==> src/rtl/hed_pkg.sv <==
`default_nettype none

package hed_pkg;

    // Fixed sizes of the block.
    localparam int LEVELS           = 256;
    localparam int MAX_LINE_DEFAULT = 256;
    localparam int HEIGHT_LIMIT     = 256;
    localparam int QUEUE_DEPTH      = 2;

    // Configuration port.
    localparam int CFG_INDEX_W = 3;
    localparam int CFG_DATA_W  = 9;

    localparam logic [CFG_INDEX_W-1:0] REG_DITHER_MODE       = 3'd0;
    localparam logic [CFG_INDEX_W-1:0] REG_BRIGHTNESS_OFFSET = 3'd1;
    localparam logic [CFG_INDEX_W-1:0] REG_TABLE_ENABLE      = 3'd2;
    localparam logic [CFG_INDEX_W-1:0] REG_LINE_WIDTH        = 3'd3;
    localparam logic [CFG_INDEX_W-1:0] REG_FRAME_HEIGHT      = 3'd4;

    localparam logic [8:0] RESET_LINE_WIDTH   = 9'd256;
    localparam logic [8:0] RESET_FRAME_HEIGHT = 9'd192;

    // Input opcodes.
    localparam logic [1:0] OP_BIN   = 2'd0;
    localparam logic [1:0] OP_PIXEL = 2'd1;
    localparam logic [1:0] OP_FRAME = 2'd2;

    // Dither modes; every other code is the plain threshold.
    localparam logic [1:0] MODE_SIERRA = 2'd0;
    localparam logic [1:0] MODE_BAYER  = 2'd1;

    // Threshold for the signed sums.
    localparam logic signed [9:0] WHITE_CUTOFF = 10'sd128;

    // Division by three through a reciprocal, exact for values below 1024.
    localparam logic [9:0] RECIP3       = 10'd683;
    localparam int         RECIP3_SHIFT = 11;

    typedef enum logic [1:0] {
        KIND_BIN   = 2'd0,
        KIND_PIXEL = 2'd1,
        KIND_FRAME = 2'd2
    } kind_t;

    // One classified item waiting between front and back.
    typedef struct packed {
        kind_t       kind;
        logic [7:0]  bin;
        logic [15:0] cum;
        logic [7:0]  gray;
    } entry_t;

    typedef struct packed {
        logic [1:0]        dither_mode;
        logic signed [7:0] brightness_offset;
        logic              table_enable;
        logic [8:0]        line_width;
        logic [8:0]        frame_height;
    } cfg_t;

    // Write request into the line error store: one column and its left neighbor.
    typedef struct packed {
        logic       en;
        logic [7:0] col;
        logic [7:0] cur_data;
        logic       left_en;
        logic [7:0] left_data;
    } err_wr_t;

    // 8x8 ordered dither matrix, indexed by {row, column}.
    localparam logic signed [7:0] BAYER [64] = '{
        -8'sd128,   8'sd0,   -8'sd96,   8'sd32, -8'sd120,   8'sd8,   -8'sd88,   8'sd40,
          8'sd64, -8'sd64,    8'sd96,  -8'sd32,   8'sd72, -8'sd56,   8'sd104,  -8'sd24,
         -8'sd80,  8'sd48,  -8'sd112,   8'sd16,  -8'sd72,  8'sd56,  -8'sd104,   8'sd24,
         8'sd112, -8'sd16,    8'sd80,  -8'sd48,  8'sd120,  -8'sd8,    8'sd88,  -8'sd40,
        -8'sd116,  8'sd12,   -8'sd84,   8'sd44, -8'sd124,   8'sd4,   -8'sd92,   8'sd36,
          8'sd76, -8'sd52,   8'sd108,  -8'sd20,   8'sd68, -8'sd60,   8'sd100,  -8'sd28,
         -8'sd68,  8'sd60,  -8'sd100,   8'sd28,  -8'sd76,  8'sd52,  -8'sd108,   8'sd20,
         8'sd124,  -8'sd4,    8'sd92,  -8'sd36,  8'sd116, -8'sd12,    8'sd84,  -8'sd44
    };

endpackage

`default_nettype wire

==> src/rtl/hed_in_if.sv <==
`default_nettype none

// Input channel: histogram bins, pixels and frame starts.
interface hed_in_if;
    logic        valid;
    logic        ready;
    logic [1:0]  opcode;
    logic [7:0]  bin_index;
    logic [15:0] bin_count;
    logic [7:0]  gray_level;

    modport source (
        output valid, opcode, bin_index, bin_count, gray_level,
        input  ready
    );

    modport sink (
        input  valid, opcode, bin_index, bin_count, gray_level,
        output ready
    );
endinterface

`default_nettype wire

==> src/rtl/hed_front.sv <==
`default_nettype none

module hed_front (
    input  wire logic           clk,
    input  wire logic           rst_n,
    hed_in_if.sink              items,
    input  wire logic           q_full,
    output logic                push,
    output hed_pkg::entry_t     push_entry
);

    logic        live_reg;
    logic [15:0] cum_reg;
    logic [15:0] cum_next;
    logic        accept;

    // Hold off transactions until the first cycle after reset.
    always_ff @(posedge clk or negedge rst_n)
    begin
        if (!rst_n)
        begin
            live_reg <= 1'b0;
        end
        else
        begin
            live_reg <= 1'b1;
        end
    end

    assign items.ready = live_reg && !q_full;
    assign accept      = items.valid && items.ready;

    // Running cumulative sum; bin zero starts it over.
    always_comb
    begin
        if (items.bin_index == 8'd0)
        begin
            cum_next = items.bin_count;
        end
        else
        begin
            cum_next = cum_reg + items.bin_count;
        end
    end

    always_ff @(posedge clk or negedge rst_n)
    begin
        if (!rst_n)
        begin
            cum_reg <= '0;
        end
        else if (accept && items.opcode == hed_pkg::OP_BIN)
        begin
            cum_reg <= cum_next;
        end
    end

    // Classify the transaction; unused opcodes are dropped here.
    always_comb
    begin
        push_entry.bin  = items.bin_index;
        push_entry.cum  = cum_next;
        push_entry.gray = items.gray_level;
        push_entry.kind = hed_pkg::KIND_PIXEL;
        push            = 1'b0;
        unique case (items.opcode)
            hed_pkg::OP_BIN:
            begin
                push_entry.kind = hed_pkg::KIND_BIN;
                push            = accept;
            end
            hed_pkg::OP_PIXEL:
            begin
                push_entry.kind = hed_pkg::KIND_PIXEL;
                push            = accept;
            end
            hed_pkg::OP_FRAME:
            begin
                push_entry.kind = hed_pkg::KIND_FRAME;
                push            = accept;
            end
            default:
            begin
                push = 1'b0;
            end
        endcase
    end

endmodule

`default_nettype wire

==> src/flat_wrapper.sv <==
// flat-port wrapper written by rule: the top's interface ports become plain ports
module hed_front_flat 
  (clk, rst_n, q_full, push, push_entry, items_valid, items_opcode, items_bin_index, items_bin_count, items_gray_level, items_ready);
  hed_in_if items_i ();
  input  wire logic clk;
  input  wire logic rst_n;
  input  wire logic q_full;
  output logic push;
  output hed_pkg::entry_t push_entry;
  input wire logic [$bits(items_i.valid)-1:0] items_valid;
  input wire logic [$bits(items_i.opcode)-1:0] items_opcode;
  input wire logic [$bits(items_i.bin_index)-1:0] items_bin_index;
  input wire logic [$bits(items_i.bin_count)-1:0] items_bin_count;
  input wire logic [$bits(items_i.gray_level)-1:0] items_gray_level;
  output wire logic [$bits(items_i.ready)-1:0] items_ready;
  assign items_i.valid = items_valid;
  assign items_i.opcode = items_opcode;
  assign items_i.bin_index = items_bin_index;
  assign items_i.bin_count = items_bin_count;
  assign items_i.gray_level = items_gray_level;
  assign items_ready = items_i.ready;
  hed_front u_core (.clk(clk), .rst_n(rst_n), .items(items_i), .q_full(q_full), .push(push), .push_entry(push_entry));
endmodule
==> config.mk <==
export PLATFORM = sky130hd
export DESIGN_NAME = hed_front_flat
export DESIGN_NICKNAME = d
export VERILOG_FILES = /design/src/rtl/hed_pkg.sv /design/src/rtl/hed_in_if.sv /design/src/rtl/hed_front.sv /design/src/flat_wrapper.sv
export SDC_FILE = /design/constraint.sdc
export NUM_CORES = 1
export LEC_CHECK = 0
export BUFFER_PORTS_ARGS = -buffer_cell sky130_fd_sc_hd__buf_2
export CORE_ASPECT_RATIO = 0.5
export CORE_UTILIZATION = 45
export CTS_CLUSTER_DIAMETER = 200
export DETAILED_ROUTE_END_ITERATION = 10
export PLACE_DENSITY = 0.76
export SLEW_MARGIN = 40
export SYNTH_ARGS = -nofsm -noshare
export SYNTH_HDL_FRONTEND = slang
export SYNTH_SLANG_ARGS = --single-unit
==> constraint.sdc <==
create_clock -name clk -period 3.4 [get_ports clk]
set_input_delay 0.68 -clock clk [delete_from_list [all_inputs] [get_ports clk]]
set_output_delay 0.68 -clock clk [all_outputs]
set_load 0.03 [all_outputs]
==> results of run 1 <==
-- repair_timing --
item                                    CTS  global route
gates resized for setup                   8             5
pin swaps                                 7             8
buffers inserted                          2             1
endpoints found under the setup margin    5             3
-- per-layer routing --
| metal | vias to the layer above | track usage | wire length, µm |
|---|---|---|---|
| li1 | 857 | - | - |
| met1 | 806 | 0.2629 | 2015 |
| met2 | 80 | 0.3985 | 2023 |
| met3 | 14 | 0.04455 | 311 |
| met4 | 0 | 0.08065 | 92 |
| met5 | - | 0 | 0 |
-- cell type report --
class	instances	area, µm²	area share
clock buffers	4	45.04	0.02116
multi-input cells	175	1204	0.5655
repair buffers	68	386.6	0.1817
well taps	51	63.81	0.02998
inverters	1	3.754	0.001764
flip-flops and latches	17	425.4	0.1999
-- final timing paths --
kind | startpoint | to | slack, ns | cells past startpoint
max | items_bin_count[0] | push_entry[18] | -0.0006 | 10
min | rst_n | u_core.cum_reg[7] | 0.35 | 1
max reg2reg | u_core.cum_reg[0] | u_core.cum_reg[6] | 1.02 | 9
min reg2reg | u_core.cum_reg[14] | u_core.cum_reg[14] | 0.50 | 2
max in group asynchronous | rst_n | u_core.live_reg | 2.73 | 1
min in group clk | u_core.cum_reg[14] | u_core.cum_reg[14] | 0.50 | 2
-- through the flow --
stage | worst slack [ns] | cell area, µm² | power, µW | hold slack (ns) | cells
finish | -0.0005758 | 2128 | 2343 | 0.3517 | 316
global route | -0.05886 | 2128 | 2510 | 0.3699 | 316
CTS | 0.02313 | 2098 | 2293 | 0.3677 | 315
detailed placement | -0.1407 | 2007 | 2066 | 0.4867 | 309
global placement | -0.1127 | 2007 | 2028 | 0.4689 | 309
floorplan | 0.03287 | 1764 | 1649 | 0.3844 | 218
-- cells in the mapped netlist (2+ instances only) --
cell / n / area, µm²
mux2_2: 12 / 135.1
dfrtp_1: 17 / 425.4
o21ai_0: 10 / 50.05
nor4_1: 3 / 18.77
o21ai_1: 5 / 25.02
nor2b_1: 4 / 25.02
xor2_1: 5 / 43.79
a22o_1: 2 / 17.52
nand2_1: 32 / 120.1
buf_2: 4 / 20.02
nand2b_1: 2 / 12.51
nor3_1: 7 / 35.03
xnor2_1: 6 / 52.55
ha_1: 15 / 187.7
nand3_1: 3 / 15.01
mux2i_1: 3 / 30.03
nor2_1: 14 / 52.55
buf_4: 16 / 120.1
a21oi_1: 22 / 110.1
a21o_1: 4 / 30.03
clkbuf_1: 4 / 15.01
nand4_1: 2 / 12.51
a22oi_1: 2 / 15.01
or3_1: 2 / 12.51
and2_1: 2 / 12.51
-- power groups by stage --
| stage | clock (µW) | combinational [µW] | sequential (µW) |
|---|---|---|---|
| 5_1_grt | 179 | 1970 | 359 |
| 4_1_cts | 167 | 1780 | 346 |
| 3_3_place_gp | 0 | 1690 | 341 |
| 6_report | 162 | 1830 | 346 |
| 2_1_floorplan | 0 | 1320 | 331 |
| 3_5_place_dp | 0 | 1720 | 346 |
-- critical path, cell delays in order --
cell and delay (ns):
buf_8 0.10, ha_4 0.15, fa_2 0.35, a21o_1 0.22, a311oi_4 0.41, nor3_1 0.09
nor2b_1 0.18, xnor2_1 0.12, mux2_4 0.28, buf_6 0.14
-- logic make-up after synthesis --
kind of cell	synth area share
buffers and inverters	0.09645
and+or+nand+nor	0.1915
other	0.002126
AOI/OAI and AO/OA	0.2029
xor gates and xnor gates	0.05461
adders and majority gates	0.1177
DFF	0.2411
muxes	0.09362
==> out/metrics.cfg, run 1 <==
[route]
vias = 1757
viasPerCell = 5.560
ant_nets = 0
wire_per_inst_um = 14.06
wl_um = 4443
drt-initial-drc-count = 124
first_pass_iters = 4
drc = 0

[clock_tree]
htree_levels = 1
clkTransAtPathRegs_ns = 0.08
cts_root_buf = clkbuf_8
cts_sinks = 17
worstSkewPairLatency_ns = 0.26
cts_tree = done
hold_buffers = 0
clock_path_buffers = 2
cts_made_buffers = 3

[synthesis]
synth.distinct_cells = 45
yosysWarnings = 0
seq_area_frac_synth = 0.2411
synth_edf_count = 0
ys_dominant_reg_cell = dfrtp_1
ys_async_sr_fraction = 1.000
synth-seq-cells = 17
syn_area_mm2 = 0.001764
syn_avg_cell_area_um2 = 8.093
syn_inst = 218
mappedNetlistNets = 272

[timing]
rsz0062_at_grt = yes
slew_violations = 0
hold_viol_final = 0
worst_pin_slew_ns = 0.5360
finalSetupViolCount = 1
setup-tns-final_ns = -0.0005758
period_share = 1.000
fin_worst_skew_ns = 0.008418
setup_ws_ns = -0.0005758
period_needed_ns = 3.401
slew_headroom = 0.6380
max_freq_mhz = 294.1

[setup_path]
crit_required_ns = 2.72
path_class = in -> out
start_kind = primary input
cp-end-kind = output port
crit_arrival_ns = 2.72
worst-path-max-fanout = 3

[floorplanning]
fp.dieW_um = 90.55
die_h_um = 46.28
core_area_mm2 = 0.003585
ios = 74
die-area_mm2 = 0.004190
row_count = 15
initial_core_util = 0.4921

[final_layout]
mostFrequentLayoutCells = buf_2, nand2_1, a21oi_1, dfrtp_1
num_antenna_cells = 0
area_delta_synth_final_pct = 20.64
largest_register_ff_count = 16
fillers = 343
drive_gt1_frac = 0.3434
postLayoutCoreUtil = 0.5937
fin_nets = 320
final_common_cell = buf_2

[placement]
dp_hpwl_um = 3344
io_buffers = 57
gp_congestion = 0.9428

[power_and_ir_drop]
max-vdd-ir-drop_uv = 542.0
power_switching_uw = 1255
power.leakage_uw = 0.001012
p_int_uw = 1088
power_frac_comb = 0.783
p_per_area_mw_per_mm2 = 1101
seq_power_share = 0.148
p_sw_frac = 0.5355
p_clk_frac = 0.069

[grt]
antenna_found_initial = 0
grt_pass1_vias = 1660
overflow = 0
gr-usage-all-layers = 0.2174
grt_max_degree = 23
grt_pass1_wl_um = 7141

[run]
max-cap-violations = 0

[hold_path]
hp-class = in -> async

[run_status]
violations = negative setup slack
status = complete, but fails checks

(Power assumes the default switching activity.)
==> run 2, diff against run 1 <==
==> constraint.sdc (replaced) <==
create_clock -name clk -period 3.99 [get_ports clk]
set_input_delay 0.798 -clock clk [delete_from_list [all_inputs] [get_ports clk]]
set_output_delay 0.798 -clock clk [all_outputs]
set_load 0.03 [all_outputs]
==> out/metrics.cfg, run 2 (same netlist as run 1, synthesis figures left out) <==
[route]
top_layer_used = met4
drc = 0  ; unchanged
wl_met2_um = 1828  ; -9.6%
ant_nets = 0  ; unchanged
viasPerCell = 5.599  ; +0.71%
wire_per_inst_um = 13.61  ; -3.2%
drt-initial-drc-count = 124  ; unchanged
first_pass_iters = 4  ; unchanged
met1Wirelength_um = 1952  ; -3.1%
wl_met3_um = 348  ; +12%
vias = 1719  ; -2.2%
wl_um = 4178  ; -6.0%

[timing]
finalSetupViolCount = 0  ; -1
period_share = 0.9555
setup-tns-final_ns = 0  ; +0.0005758 ns
hold_ws_ns = 0.4669  ; +0.1151 ns
fin_worst_skew_ns = 0.006388  ; -0.002030 ns
period_needed_ns = 3.812
max_freq_mhz = 262.3
worst_pin_slew_ns = 0.5010  ; -0.03497 ns
rsz0062_at_grt = no
hold_viol_final = 0  ; unchanged
slew_headroom = 0.6644  ; +0.02643
slew_violations = 0  ; unchanged

[floorplanning]
fp.dieW_um = 90.55  ; unchanged
core_area_mm2 = 0.003585  ; unchanged
ios = 74  ; unchanged
initial_core_util = 0.4921  ; unchanged
die-area_mm2 = 0.004190  ; unchanged
row_count = 15  ; unchanged
die_h_um = 46.28  ; unchanged

[setup_path]
r2r_cells = 8  ; -1
start_kind = primary input
worst-path-max-fanout = 3  ; unchanged
r2r-start = u_core.cum_reg[0]
r2r_end = u_core.cum_reg[8]
crit_required_ns = 3.19  ; +0.47 ns
path_class = in -> out
r2r_slack_ns = 1.56  ; +0.54 ns
cp-end-kind = output port
crit_arrival_ns = 3.01  ; +0.29 ns

[power_and_ir_drop]
max-vdd-ir-drop_uv = 420.2  ; -22%
p_sw_frac = 0.5506  ; +0.01506
power_frac_comb = 0.768  ; -0.015
power.leakage_uw = 0.0009541  ; -5.7%
seq_power_share = 0.158  ; +0.010
power_switching_uw = 1017  ; -19%
p_per_area_mw_per_mm2 = 920.0  ; -16%
p_clk_frac = 0.074  ; +0.005
p_int_uw = 830.2  ; -24%

[final_layout]
fin_nets = 311  ; -2.8%
mostFrequentLayoutCells = buf_2, nand2_1, a21oi_1, dfrtp_1, ha_1
num_antenna_cells = 0  ; unchanged
area_delta_synth_final_pct = 13.83
largest_register_ff_count = 16  ; unchanged
drive_gt1_frac = 0.3086  ; -0.03480
final_common_cell = buf_2

[placement]
dp_hpwl_um = 3261  ; -2.5%
io_buffers = 57  ; unchanged
gp_congestion = 0.8901  ; -5.6%

[clock_tree]
ctsResizeCount = 0  ; -8
cts_tree = done
hold_buffers = 0  ; unchanged
cts_sinks = 17  ; unchanged
worstSkewPairLatency_ns = 0.26  ; about the same
cts_root_buf = clkbuf_8
clkTransAtPathRegs_ns = 0.08  ; about the same
cts_setup_buffers = 0  ; -2
htree_levels = 1  ; unchanged
clock_path_buffers = 2  ; unchanged
cts_made_buffers = 3  ; unchanged

[grt]
gr-usage-all-layers = 0.2083  ; -0.009136
antenna_found_initial = 0  ; unchanged
grt_pass1_wl_um = 6734  ; -5.7%
overflow = 0  ; unchanged
grt_max_degree = 23  ; unchanged
grt_pass1_vias = 1555  ; -6.3%

[run_status]
status = complete, no violations

[run]
max-cap-violations = 0  ; unchanged

[hold_path]
hp-class = in -> async

[run 2: layer usage]
| metal | up-vias | track usage |
|---|---|---|
| met2 | 78 | 0.3530 |
| met1 | 802 | 0.2677 |
| li1 | 835 | - |
| met5 | - | 0 |
| met4 | 0 | 0.08065 |
| met3 | 4 | 0.04620 |
[run 2: stage by stage]
step           utilization  total power, µW  cell area (µm²)  instances  worst slack, ns
3_5_place_dp        0.5473             1702             1962        303           0.2033
6_report            0.5602             1847             2008        307           0.1777
5_1_grt             0.5602             1992             2008        307          0.03972
3_3_place_gp        0.5473             1671             1962        303           0.2104
2_1_floorplan            -             1404             1764        218           0.1738
4_1_cts             0.5599             1845             2007        307           0.1925
[run 2: critical path: stages]
cell and delay [ns]:
buf_2 0.11, ha_1 0.21, fa_1 0.42, a21o_1 0.24
a311oi_2 0.41, o21ai_1 0.17, a21oi_1 0.20, xor2_1 0.19
o21ai_0 0.09, buf_2 0.18
[run 2: power by group through the flow]
| stage | Sequential [µW] | Clock (µW) | Combinational (µW) |
|---|---|---|---|
| floorplan | 282 | 0 | 1120 |
| global placement | 290 | 0 | 1380 |
| detailed placement | 295 | 0 | 1410 |
| CTS | 292 | 140 | 1410 |
| global route | 301 | 149 | 1540 |
| finish | 291 | 137 | 1420 |
[run 2: area by class of cell]
cell class / count / area, µm²
Fill cell: 340 / 1577
Clock buffer: 4 / 45.04
Sequential cell: 17 / 425.4
Inverter: 1 / 3.754
Timing Repair Buffer: 59 / 300.3
Multi-Input combinational cell: 175 / 1170
Tap cell: 51 / 63.81
[run 2: worst max-delay path by stage]
stage                     end          startpoint  cells past startpoint
2_1_floorplan  push_entry[20]  items_bin_count[0]                      8
3_3_place_gp   push_entry[20]  items_bin_count[0]                     10
3_5_place_dp   push_entry[20]  items_bin_count[0]                     10
4_1_cts        push_entry[20]  items_bin_count[0]                     10
5_1_grt        push_entry[20]  items_bin_count[0]                     10
6_report       push_entry[20]  items_bin_count[0]                     10
