**src/rtl/hed_pkg.sv**
```systemverilog
`default_nettype none

package hed_pkg;

    // Fixed sizes of the block.
    localparam int LEVELS           = 256;
    localparam int MAX_LINE_DEFAULT = 256;
    localparam int HEIGHT_LIMIT     = 256;
    localparam int QUEUE_DEPTH      = 2;

    // Configuration port.
    localparam int CFG_INDEX_W = 3;
    localparam int CFG_DATA_W  = 9;

    localparam logic [CFG_INDEX_W-1:0] REG_DITHER_MODE       = 3'd0;
    localparam logic [CFG_INDEX_W-1:0] REG_BRIGHTNESS_OFFSET = 3'd1;
    localparam logic [CFG_INDEX_W-1:0] REG_TABLE_ENABLE      = 3'd2;
    localparam logic [CFG_INDEX_W-1:0] REG_LINE_WIDTH        = 3'd3;
    localparam logic [CFG_INDEX_W-1:0] REG_FRAME_HEIGHT      = 3'd4;

    localparam logic [8:0] RESET_LINE_WIDTH   = 9'd256;
    localparam logic [8:0] RESET_FRAME_HEIGHT = 9'd192;

    // Input opcodes.
    localparam logic [1:0] OP_BIN   = 2'd0;
    localparam logic [1:0] OP_PIXEL = 2'd1;
    localparam logic [1:0] OP_FRAME = 2'd2;

    // Dither modes; every other code is the plain threshold.
    localparam logic [1:0] MODE_SIERRA = 2'd0;
    localparam logic [1:0] MODE_BAYER  = 2'd1;

    // Threshold for the signed sums.
    localparam logic signed [9:0] WHITE_CUTOFF = 10'sd128;

    // Division by three through a reciprocal, exact for values below 1024.
    localparam logic [9:0] RECIP3       = 10'd683;
    localparam int         RECIP3_SHIFT = 11;

    typedef enum logic [1:0] {
        KIND_BIN   = 2'd0,
        KIND_PIXEL = 2'd1,
        KIND_FRAME = 2'd2
    } kind_t;

    // One classified item waiting between front and back.
    typedef struct packed {
        kind_t       kind;
        logic [7:0]  bin;
        logic [15:0] cum;
        logic [7:0]  gray;
    } entry_t;

    typedef struct packed {
        logic [1:0]        dither_mode;
        logic signed [7:0] brightness_offset;
        logic              table_enable;
        logic [8:0]        line_width;
        logic [8:0]        frame_height;
    } cfg_t;

    // Write request into the line error store: one column and its left neighbor.
    typedef struct packed {
        logic       en;
        logic [7:0] col;
        logic [7:0] cur_data;
        logic       left_en;
        logic [7:0] left_data;
    } err_wr_t;

    // 8x8 ordered dither matrix, indexed by {row, column}.
    localparam logic signed [7:0] BAYER [64] = '{
        -8'sd128,   8'sd0,   -8'sd96,   8'sd32, -8'sd120,   8'sd8,   -8'sd88,   8'sd40,
          8'sd64, -8'sd64,    8'sd96,  -8'sd32,   8'sd72, -8'sd56,   8'sd104,  -8'sd24,
         -8'sd80,  8'sd48,  -8'sd112,   8'sd16,  -8'sd72,  8'sd56,  -8'sd104,   8'sd24,
         8'sd112, -8'sd16,    8'sd80,  -8'sd48,  8'sd120,  -8'sd8,    8'sd88,  -8'sd40,
        -8'sd116,  8'sd12,   -8'sd84,   8'sd44, -8'sd124,   8'sd4,   -8'sd92,   8'sd36,
          8'sd76, -8'sd52,   8'sd108,  -8'sd20,   8'sd68, -8'sd60,   8'sd100,  -8'sd28,
         -8'sd68,  8'sd60,  -8'sd100,   8'sd28,  -8'sd76,  8'sd52,  -8'sd108,   8'sd20,
         8'sd124,  -8'sd4,    8'sd92,  -8'sd36,  8'sd116, -8'sd12,    8'sd84,  -8'sd44
    };

endpackage

`default_nettype wire

```
**src/rtl/hed_queue.sv**
```systemverilog
`default_nettype none

module hed_queue (
    input  wire logic             clk,
    input  wire logic             rst_n,
    input  wire logic             push,
    input  wire hed_pkg::entry_t  push_entry,
    output logic                  full,
    input  wire logic             pop,
    output logic                  head_valid,
    output hed_pkg::entry_t       head
);

    localparam int DEPTH = hed_pkg::QUEUE_DEPTH;
    localparam int AW    = (DEPTH > 1) ? $clog2(DEPTH) : 1;
    localparam int CW    = $clog2(DEPTH + 1);

    hed_pkg::entry_t slot_reg [DEPTH];
    logic [AW-1:0]   wr_ptr_reg;
    logic [AW-1:0]   rd_ptr_reg;
    logic [CW-1:0]   count_reg;
    logic            do_push;
    logic            do_pop;

    assign full       = (count_reg == CW'(DEPTH));
    assign head_valid = (count_reg != '0);
    assign head       = slot_reg[rd_ptr_reg];
    assign do_push    = push && !full;
    assign do_pop     = pop && head_valid;

    // Entry storage.
    always_ff @(posedge clk)
    begin
        if (do_push)
        begin
            slot_reg[wr_ptr_reg] <= push_entry;
        end
    end

    // Pointers and fill count.
    always_ff @(posedge clk or negedge rst_n)
    begin
        if (!rst_n)
        begin
            wr_ptr_reg <= '0;
            rd_ptr_reg <= '0;
            count_reg  <= '0;
        end
        else
        begin
            if (do_push)
            begin
                wr_ptr_reg <= (wr_ptr_reg == AW'(DEPTH - 1)) ? '0 : wr_ptr_reg + 1'b1;
            end
            if (do_pop)
            begin
                rd_ptr_reg <= (rd_ptr_reg == AW'(DEPTH - 1)) ? '0 : rd_ptr_reg + 1'b1;
            end
            if (do_push && !do_pop)
            begin
                count_reg <= count_reg + 1'b1;
            end
            else if (do_pop && !do_push)
            begin
                count_reg <= count_reg - 1'b1;
            end
        end
    end

endmodule

`default_nettype wire

```
**config.mk**
```make
export PLATFORM = sky130hd
export DESIGN_NAME = hed_queue
export DESIGN_NICKNAME = d
export VERILOG_FILES = /design/src/rtl/hed_pkg.sv /design/src/rtl/hed_queue.sv
export SDC_FILE = /design/constraint.sdc
export NUM_CORES = 1
export LEC_CHECK = 0
export BUFFER_PORTS_ARGS = -buffer_cell sky130_fd_sc_hd__buf_2
export CORE_ASPECT_RATIO = 0.5
export CORE_MARGIN = 2
export CORE_UTILIZATION = 40
export CTS_BUF_LIST = sky130_fd_sc_hd__clkbuf_16
export DETAILED_ROUTE_END_ITERATION = 12
export GPL_ROUTABILITY_DRIVEN = 0
export PLACE_DENSITY_LB_ADDON = 0.3
export SLEW_MARGIN = 5
export SYNTH_ARGS = -nofsm -noshare
export SYNTH_HDL_FRONTEND = slang
export SYNTH_SLANG_ARGS = --single-unit
```
**constraint.sdc**
```tcl
create_clock -name clk -period 5.36 [get_ports clk]
set_input_delay 0.804 -clock clk [delete_from_list [all_inputs] [get_ports clk]]
set_output_delay 0.804 -clock clk [all_outputs]
set_load 0.005 [all_outputs]
```
==> impl_metrics.env, run 1 <==
export IMPL_drtAntennaViolNets=0
export IMPL_synth_edf_count=68
export IMPL_worst_setup_path_end_kind="output port"
export IMPL_synth_xor_area_share=0.0156
export IMPL_ys_seq_area_frac=0.764
export IMPL_cp_startpoint="rd_ptr_reg"
export IMPL_synth_area_top_cells="edfxtp_1 (73%), mux2_4 (16%), dfrtp_1 (3.6%), buf_12 (2.1%), mux2_2 (2.0%)"
export IMPL_start_util=0.417
export IMPL_wl_per_cell_um=14.4
export IMPL_setup_tns_ps=0
export IMPL_grt_pass1_wl_mm=6.73
export IMPL_area_delta_synth_final_pct=26.3
export IMPL_synth_seq_cells=72
export IMPL_min_period_over_period=0.518
export IMPL_r2r_slack_ps=3470
export IMPL_syn_inst=125
export IMPL_cp_start_kind="flip-flop"
export IMPL_required_ps=4560
export IMPL_slew_violations=0
export IMPL_hold_viol=0
export IMPL_finalWirelength_mm=4.35
export IMPL_post_cts_buffers=0
export IMPL_cts_root_buf="clkbuf_16"
export IMPL_drtIter0Drc=73
export IMPL_grt_max_degree=36
export IMPL_path_max_fanout=35
export IMPL_status="completed"
export IMPL_dp_hpwl_mm=2.83
export IMPL_ir_worst_vdd_v=0.000327
export IMPL_cts_resized=0
export IMPL_fmax_mhz=360
export IMPL_yosysWarnings=0
export IMPL_syn_nets=164
export IMPL_fp_dieH_um=63.2
export IMPL_synth_most_common_cell="edfxtp_1"
export IMPL_hold_path_class="primary input to asynchronous set/reset pin"
export IMPL_first_pass_iters=4
export IMPL_max_slew_margin=0.267
export IMPL_cts_clk_slew_worst_paths_ps=60
export IMPL_synth_flop_cell="edfxtp_1"
export IMPL_finish_utilization=0.527
export IMPL_rsz0062_at_grt="false"
export IMPL_placeableCoreArea_sq_um=6730
export IMPL_multiInputGateArea_sq_um=593
export IMPL_cp_arrival_ps=1970
export IMPL_grt_usage=0.120
export IMPL_die_w_um=122
export IMPL_n_antenna_cell=0
export IMPL_synth_compound_area_frac=0
export IMPL_seq_area_sq_um=2140
export IMPL_fin_crit_ps=2780
export IMPL_crit_end="head[13]"
export IMPL_htree_levels=3
export IMPL_numCtsBuffers=9
export IMPL_grt_overflow=0
export IMPL_finalNetCount=244
export IMPL_io_pins=74
export IMPL_vias=1343
export IMPL_clock_path_buffers=2
export IMPL_leakagePower_uw=0.00144
export IMPL_yosys_area_share_simple=0.0129
export IMPL_synth_top_family_by_area="multiplexers"
export IMPL_r2r_end="slot_reg[0][25]"
export IMPL_synth_area_leader_cell="edfxtp_1"
export IMPL_worstSetupPathType="flip-flop to output port"
export IMPL_r2r_start="count_reg[0]"
export IMPL_r2r_cells=3
export IMPL_synth_area_mux_share=0.175
export IMPL_drcViolationCount=0
export IMPL_via_per_inst=4.45
export IMPL_port_buffer_count=73
export IMPL_max_cap_viol_count=0
export IMPL_synth_distinct_cells=16
export IMPL_worstMarginPinSlew_ps=1100
export IMPL_hold_buffers=0
export IMPL_drive_gt1_frac=0.600
export IMPL_synthAdderAreaFrac=0.00446
export IMPL_rows=21
export IMPL_synth_top_cell_area_share=0.728
export IMPL_fp_dieArea_sq_um=7740
export IMPL_antenna_found_initial=0
export IMPL_avgSynthCellArea_sq_um=22.4
export IMPL_synthArstFlopShare=0.0556
export IMPL_clk_latency_ps=320
export IMPL_synth_common_cells="edfxtp_1 (68), mux2_4 (29), mux2_2 (5)"
export IMPL_fillers=560
export IMPL_syn_area_sq_um=2810
export IMPL_fin_hold_ws_ps=275
export IMPL_setup_viol=0
export IMPL_skew_ps=6.35
export IMPL_power_density_nw_per_um2=563
export IMPL_cts_tree="built"
export IMPL_grt_pass1_vias=1429
export IMPL_largest_reg_flops=68
export IMPL_clkSinkCount=72
worst min path at each step:
stage	end	slack, ps	cells after the start
4_1_cts	wr_ptr_reg	270	1
6_report	wr_ptr_reg	280	1
3_5_place_dp	count_reg[1]	510	1
3_3_place_gp	count_reg[1]	480	1
5_1_grt	wr_ptr_reg	270	1
2_1_floorplan	count_reg[1]	460	1
worst max-delay path: stages, from the launching register on:
cell	delay, ps
dfrtp_2	1090
mux2_2	420
buf_2	120
power breakdown:
part           switching, uW  leakage, uW  total [uW]  internal (uW)
sequential               112     0.000677         886            775
combinational            184     0.000603         491            307
clock                    211     0.000158         618            407
total                    507      0.00144        2000           1490
logic make-up (layout without fill, tap and decap cells):
group | Yosys count | in the layout
multiplexers | 34 | 34
adder cells (fa/ha/maj) | 1 | 1
AND/OR/NAND/NOR | 7 | 7
XOR/XNOR | 5 | 5
buffers and inverters | 6 | 91
flip-flops | 72 | 72
cell usage in the layout (no fill, tap or decap):
cell and count:
buf_2 73, edfxtp_1 68, mux2_4 29, clkbuf_16 9
mux2_2 5, inv_1 3, xnor2_1 3, dfrtp_1 3
xor2_1 2, inv_6 2, bufinv_16 2, or2_1 1
nand2b_1 1, nand2_1 1, nand2_2 1, and3_2 1
nor2_4 1, nor2_1 1, ha_1 1, clkinv_2 1
clkinvlp_4 1, dfrtp_2 1
metrics by stage:
stage               std cells  instance area (sq um)  setup WS (ps)  power [uW]
finish                    302                   3540           2580        2000
global route              302                   3540           2490        2100
CTS                       302                   3540           2550        2030
detailed placement        286                   3220           2900        1410
global placement          286                   3220           2930        1380
floorplan                 125                   2810           2600        1250
area by class of cell:
cell class              instances  area share
clock inverters                 7      0.0265
clock buffers                   9      0.0636
repair buffers                 73       0.103
flip-flops and latches         72       0.605
multi-input cells              47       0.167
inverters                       2     0.00212
well taps                      92      0.0325
metal layers:
layer / GRT usage / up-vias / wire length (um)
li1: - / 643 / -
met1: 0.121 / 657 / 1740
met2: 0.215 / 36 / 2320
met3: 0.0580 / 7 / 247
met4: 0.0474 / 0 / 46
met5: 0 / - / 0
(Power assumes the default switching activity.)
==> run 2: changes to the inputs <==
==> constraint.sdc (replaced) <==
create_clock -name clk -period 2.7 [get_ports clk]
set_input_delay 0.405 -clock clk [delete_from_list [all_inputs] [get_ports clk]]
set_output_delay 0.405 -clock clk [all_outputs]
set_load 0.005 [all_outputs]
==> run 2 against run 1 <==
Sequential cell count unchanged. Cell count up 1.3%. Routed wire length down 3.3%. Utilization up 0.73 points. Clock skew down 4.1 ps.
==> impl_metrics.env, run 2 (synthesized netlist as in run 1, its figures left out) <==
export IMPL_status="completed"
export IMPL_cp_arrival_ps=1720
export IMPL_seq_area_sq_um=2140
export IMPL_r2r_end="slot_reg[1][14]"
export IMPL_cts_tree="built"
export IMPL_path_depth=3
export IMPL_power_density_nw_per_um2=1120
export IMPL_die_w_um=122
export IMPL_start_util=0.417
export IMPL_stdcell_count=306
export IMPL_worstMarginPinSlew_ps=823
export IMPL_cp_start_kind="flip-flop"
export IMPL_io_pins=74
export IMPL_switching_share=0.243
export IMPL_hold_path_cell_count=1
export IMPL_largest_reg_flops=68
export IMPL_fp_dieArea_sq_um=7740
export IMPL_drtAntennaViolNets=0
export IMPL_grt_overflow=0
export IMPL_worst_setup_path_end_kind="output port"
export IMPL_r2r_cells=2
export IMPL_fillers=578
export IMPL_internal_power_uw=3050
export IMPL_grt_usage=0.116
export IMPL_grt_pass1_wl_mm=6.65
export IMPL_clk_latency_ps=310
export IMPL_fmax_mhz=471
export IMPL_placedCellCount=289
export IMPL_vias=1357
export IMPL_slowest_delay_ps=600
export IMPL_min_to="slot_reg[1][3]"
export IMPL_port_buffer_count=73
export IMPL_finalWirelength_mm=4.21
export IMPL_setup_viol=0
export IMPL_drcViolationCount=0
export IMPL_via_per_inst=4.43
export IMPL_skew_ps=2.28
export IMPL_clkSinkCount=72
export IMPL_cp_slowest_cell="dfrtp_2"
export IMPL_clock_path_buffers=2
export IMPL_crit_buf_inv=2
export IMPL_hold_path_class="primary input to flip-flop"
export IMPL_finalNetCount=248
export IMPL_drtIter0Drc=58
export IMPL_first_pass_iters=4
export IMPL_antenna_found_initial=0
export IMPL_grt_pass1_vias=1433
export IMPL_dp_hpwl_mm=2.81
export IMPL_cp_top_family="flip-flops"
export IMPL_rows=21
export IMPL_cts_root_buf="clkbuf_16"
export IMPL_max_cap_viol_count=0
export IMPL_r2r_start="count_reg[0]"
export IMPL_setup_tns_ps=0
export IMPL_cts_clk_slew_worst_paths_ps=50
export IMPL_slew_violations=0
export IMPL_final_cell_mix="buf_2 (73), edfxtp_1 (68), mux2_4 (29)"
export IMPL_path_max_fanout=13
export IMPL_combPwrFrac=0.267
export IMPL_area_delta_synth_final_pct=28.1
export IMPL_wl_per_cell_um=13.7
export IMPL_n_antenna_cell=0
export IMPL_min_period_over_period=0.787
export IMPL_required_ps=2300
export IMPL_min_from="push_entry[3]"
export IMPL_final_common_cell="buf_2"
export IMPL_fin_crit_ps=2130
export IMPL_rsz0062_at_grt="false"
export IMPL_switchingPower_uw=980
export IMPL_worstSetupPathType="flip-flop to output port"
export IMPL_pwr_share_clk=0.320
export IMPL_r2r_slack_ps=990
export IMPL_multiInputGateArea_sq_um=593
export IMPL_fp_dieH_um=63.2
export IMPL_numCtsBuffers=9
export IMPL_p_seq_frac=0.412
export IMPL_drive_gt1_frac=0.598
export IMPL_ir_worst_vdd_v=0.000410
export IMPL_max_slew_margin=0.452
export IMPL_htree_levels=3
export IMPL_hold_viol=0
export IMPL_leakagePower_uw=0.00146
export IMPL_crit_chain="buf_4, mux2_4, buf_2"
export IMPL_placeableCoreArea_sq_um=6730
export IMPL_grt_max_degree=35
run 2: changes by cell type in the layout (fill, tap and decap cells not counted):
| cell | previous run | this run |
|---|---|---|
| buf_4 | 0 | 3 |
| clkinv_1 | 0 | 2 |
| inv_6 | 2 | 0 |
| bufinv_16 | 2 | 3 |
| dlygate4sd3_1 | 0 | 1 |
| inv_1 | 3 | 2 |
run 2: how the worst max path moves through the flow:
stage                            start              to
after global placement      rd_ptr_reg        head[16]
after detailed placement    rd_ptr_reg        head[16]
final                       rd_ptr_reg        head[16]
after global routing        rd_ptr_reg        head[21]
after floorplan           count_reg[0]  slot_reg[0][0]
after CTS                   rd_ptr_reg        head[16]
run 2: per-layer routing:
layer | track usage | share of wire | up-vias
met5 | 0 | 0 | -
met4 | 0.0431 | 0.0090 | 0
met3 | 0.0480 | 0.049 | 5
met2 | 0.199 | 0.53 | 32
met1 | 0.131 | 0.41 | 671
li1 | - | - | 649
run 2: power groups by stage:
stage / logic, uW / clock network [uW] / registers (uW)
after floorplan: 859 / 0 / 1620
after global placement: 1090 / 0 / 1670
after detailed placement: 1110 / 0 / 1690
after CTS: 1110 / 1320 / 1670
after global routing: 1170 / 1380 / 1690
final: 1080 / 1290 / 1660
run 2: layout make-up:
class,count,share of cell area
inverters,2,0.00209
flip-flops and latches,72,0.597
well taps,92,0.0320
repair buffers,77,0.111
clock buffers,9,0.0627
multi-input cells,47,0.165
clock inverters,7,0.0307
run 2: worst register-to-register path: cells and delay by family, from the launching register on:
| kind | cells | cell delay, ps |
|---|---|---|
| simple gates | 2 | 920 |
| flops | 1 | 410 |
run 2: metrics by stage:
step	cell area, sq um	hold slack [ps]	power, uW	util	setup WS [ps]
after floorplan	2810	109	2480	-	215
after global placement	3250	215	2760	0.483	902
after detailed placement	3250	215	2790	0.483	887
after CTS	3590	268	4100	0.534	544
after global routing	3590	264	4230	0.534	499
final	3590	280	4030	0.534	575
run 2: repair_timing:
| item | CTS | global route |
|---|---|---|
| hold buffers | 1 | 0 |
| gates resized for setup | 0 | 0 |
| buffers inserted | 0 | 0 |
| hold endpoints to repair | 4 | 0 |
==> run 3: changes to the inputs <==
==> constraint.sdc (replaced) <==
create_clock -name clk -period 2.1 [get_ports clk]
set_input_delay 0.315 -clock clk [delete_from_list [all_inputs] [get_ports clk]]
set_output_delay 0.315 -clock clk [all_outputs]
set_load 0.005 [all_outputs]
==> run 3 against run 2 <==
Highest routed layer unchanged. Clock-buffer cell count unchanged. Combinational power increased by 38%. Design area increased by 1.1%. Sequential share of layout area decreased by 0.64 points. Critical path type unchanged. Clock skew increased by 2.1 ps. Worst setup slack got worse by 310 ps. Global-route usage increased by 1.1 points. Non-clock buffer count unchanged. Register-to-register slack got worse by 420 ps. Sequential cell count unchanged. Total power increased by 31%.
==> impl_metrics.env, run 3 (synthesized netlist as in run 1, its figures left out) <==
export IMPL_status="completed"
export IMPL_worstSetupPathType="flip-flop to output port"
export IMPL_grt_max_degree=35
export IMPL_placeableCoreArea_sq_um=6730
export IMPL_clk_latency_ps=330
export IMPL_ir_worst_vdd_v=0.000875
export IMPL_cp_slowest_cell="dfrtp_2"
export IMPL_largest_reg_flops=68
export IMPL_crit_chain="buf_12, mux2_2, buf_2"
export IMPL_cp_start_kind="flip-flop"
export IMPL_multiInputGateArea_sq_um=593
export IMPL_power_density_nw_per_um2=1450
export IMPL_first_pass_iters=4
export IMPL_fin_ws_ps=266
export IMPL_max_slew_margin=0.840
export IMPL_clock_path_buffers=2
export IMPL_grt_usage=0.127
export IMPL_worstMarginPinSlew_ps=240
export IMPL_cts_clk_slew_worst_paths_ps=50
export IMPL_fmax_mhz=545
export IMPL_crit_buf_inv=2
export IMPL_via_per_inst=4.48
export IMPL_post_cts_buffers=0
export IMPL_fillers=558
export IMPL_cp_arrival_ps=1520
export IMPL_grt_overflow=0
export IMPL_rsz0062_at_grt="false"
export IMPL_die_w_um=122
export IMPL_setup_tns_ps=0
export IMPL_required_ps=1780
export IMPL_io_pins=74
export IMPL_fin_crit_ps=1830
export IMPL_cts_resized=0
export IMPL_fin_hold_ws_ps=178
export IMPL_n_antenna_cell=0
export IMPL_htree_levels=3
export IMPL_antenna_found_initial=0
export IMPL_post_place_ws_ps=590
export IMPL_fp_dieArea_sq_um=7740
export IMPL_hold_viol=0
export IMPL_cp_startpoint="rd_ptr_reg"
export IMPL_max_cap_viol_count=0
export IMPL_final_common_cell="buf_2"
export IMPL_drcViolationCount=0
export IMPL_worst_setup_path_end_kind="output port"
export IMPL_clkSinkCount=72
export IMPL_fp_dieH_um=63.2
export IMPL_grt_pass1_vias=1431
export IMPL_drtAntennaViolNets=0
export IMPL_cts_root_buf="clkbuf_16"
export IMPL_cp_top_family="flip-flops"
export IMPL_area_delta_synth_final_pct=29.4
export IMPL_min_period_over_period=0.874
export IMPL_wl_per_cell_um=14.8
export IMPL_drtIter0Drc=85
export IMPL_seq_area_sq_um=2140
export IMPL_vias=1372
export IMPL_cts_tree="built"
export IMPL_r2r_start="count_reg[0]"
export IMPL_drive_gt1_frac=0.598
export IMPL_min_from="push_entry[3]"
export IMPL_skew_ps=4.39
export IMPL_hold_path_class="primary input to flip-flop"
export IMPL_path_max_fanout=32
export IMPL_finalNetCount=248
export IMPL_dp_hpwl_mm=2.94
export IMPL_start_util=0.417
export IMPL_power_total_uw=5280
export IMPL_final_cell_mix="buf_2 (73), edfxtp_1 (68), mux2_4 (29)"
export IMPL_stdcell_area_sq_um=3630
export IMPL_place_area_sq_um=3280
export IMPL_port_buffer_count=73
export IMPL_setup_viol=0
export IMPL_slew_violations=0
export IMPL_rows=21
export IMPL_grt_pass1_wl_mm=6.89
export IMPL_finalWirelength_mm=4.54
export IMPL_leakagePower_uw=0.00148
export IMPL_slowest_delay_ps=430
export IMPL_numCtsBuffers=9
## run 3: per-layer routing
metal	track usage	vias up	part of all wire
met3	0.0661	2	0.069
met1	0.138	677	0.41
li1	-	650	-
met2	0.208	43	0.51
met5	0	-	0
met4	0.0560	0	0.0088
## run 3: cell type report
| class | count | share of cell area |
|---|---|---|
| Sequential cell | 72 | 0.590 |
| Multi-Input combinational cell | 47 | 0.163 |
| Clock inverter | 7 | 0.0307 |
| Timing Repair Buffer | 77 | 0.120 |
| Inverter | 2 | 0.00207 |
| Tap cell | 92 | 0.0317 |
| Clock buffer | 9 | 0.0620 |
## run 3: repair_timing
action | 4_1_cts | 5_1_grt
hold endpoints to repair | 4 | 0
endpoints found under the setup margin | 0 | 0
hold buffers | 1 | 0
## run 3: power by group
| group | leakage (uW) | internal, uW | switching (uW) | total (uW) |
|---|---|---|---|---|
| sequential | 0.000677 | 1970 | 125 | 2100 |
| combinational | 0.000634 | 849 | 646 | 1490 |
| clock | 0.000168 | 1150 | 539 | 1690 |
| total | 0.00148 | 3970 | 1310 | 5280 |
## run 3: path summary, 6_finish.rpt
kind / slack, ps / depth (start not counted) / end
setup / recovery: 270 / 3 / head[11]
hold / removal: 180 / 1 / slot_reg[1][3]
setup reg to reg: 570 / 7 / count_reg[1]
hold reg to reg: 500 / 1 / count_reg[1]
max in group asynchronous: 1650 / 2 / rd_ptr_reg
min in group asynchronous: 320 / 2 / count_reg[0]
## run 3: per-stage QoR
step	instances	utilization
floorplan	125	-
global placement	289	0.488
detailed placement	289	0.488
CTS	306	0.540
global route	306	0.540
finish	306	0.540
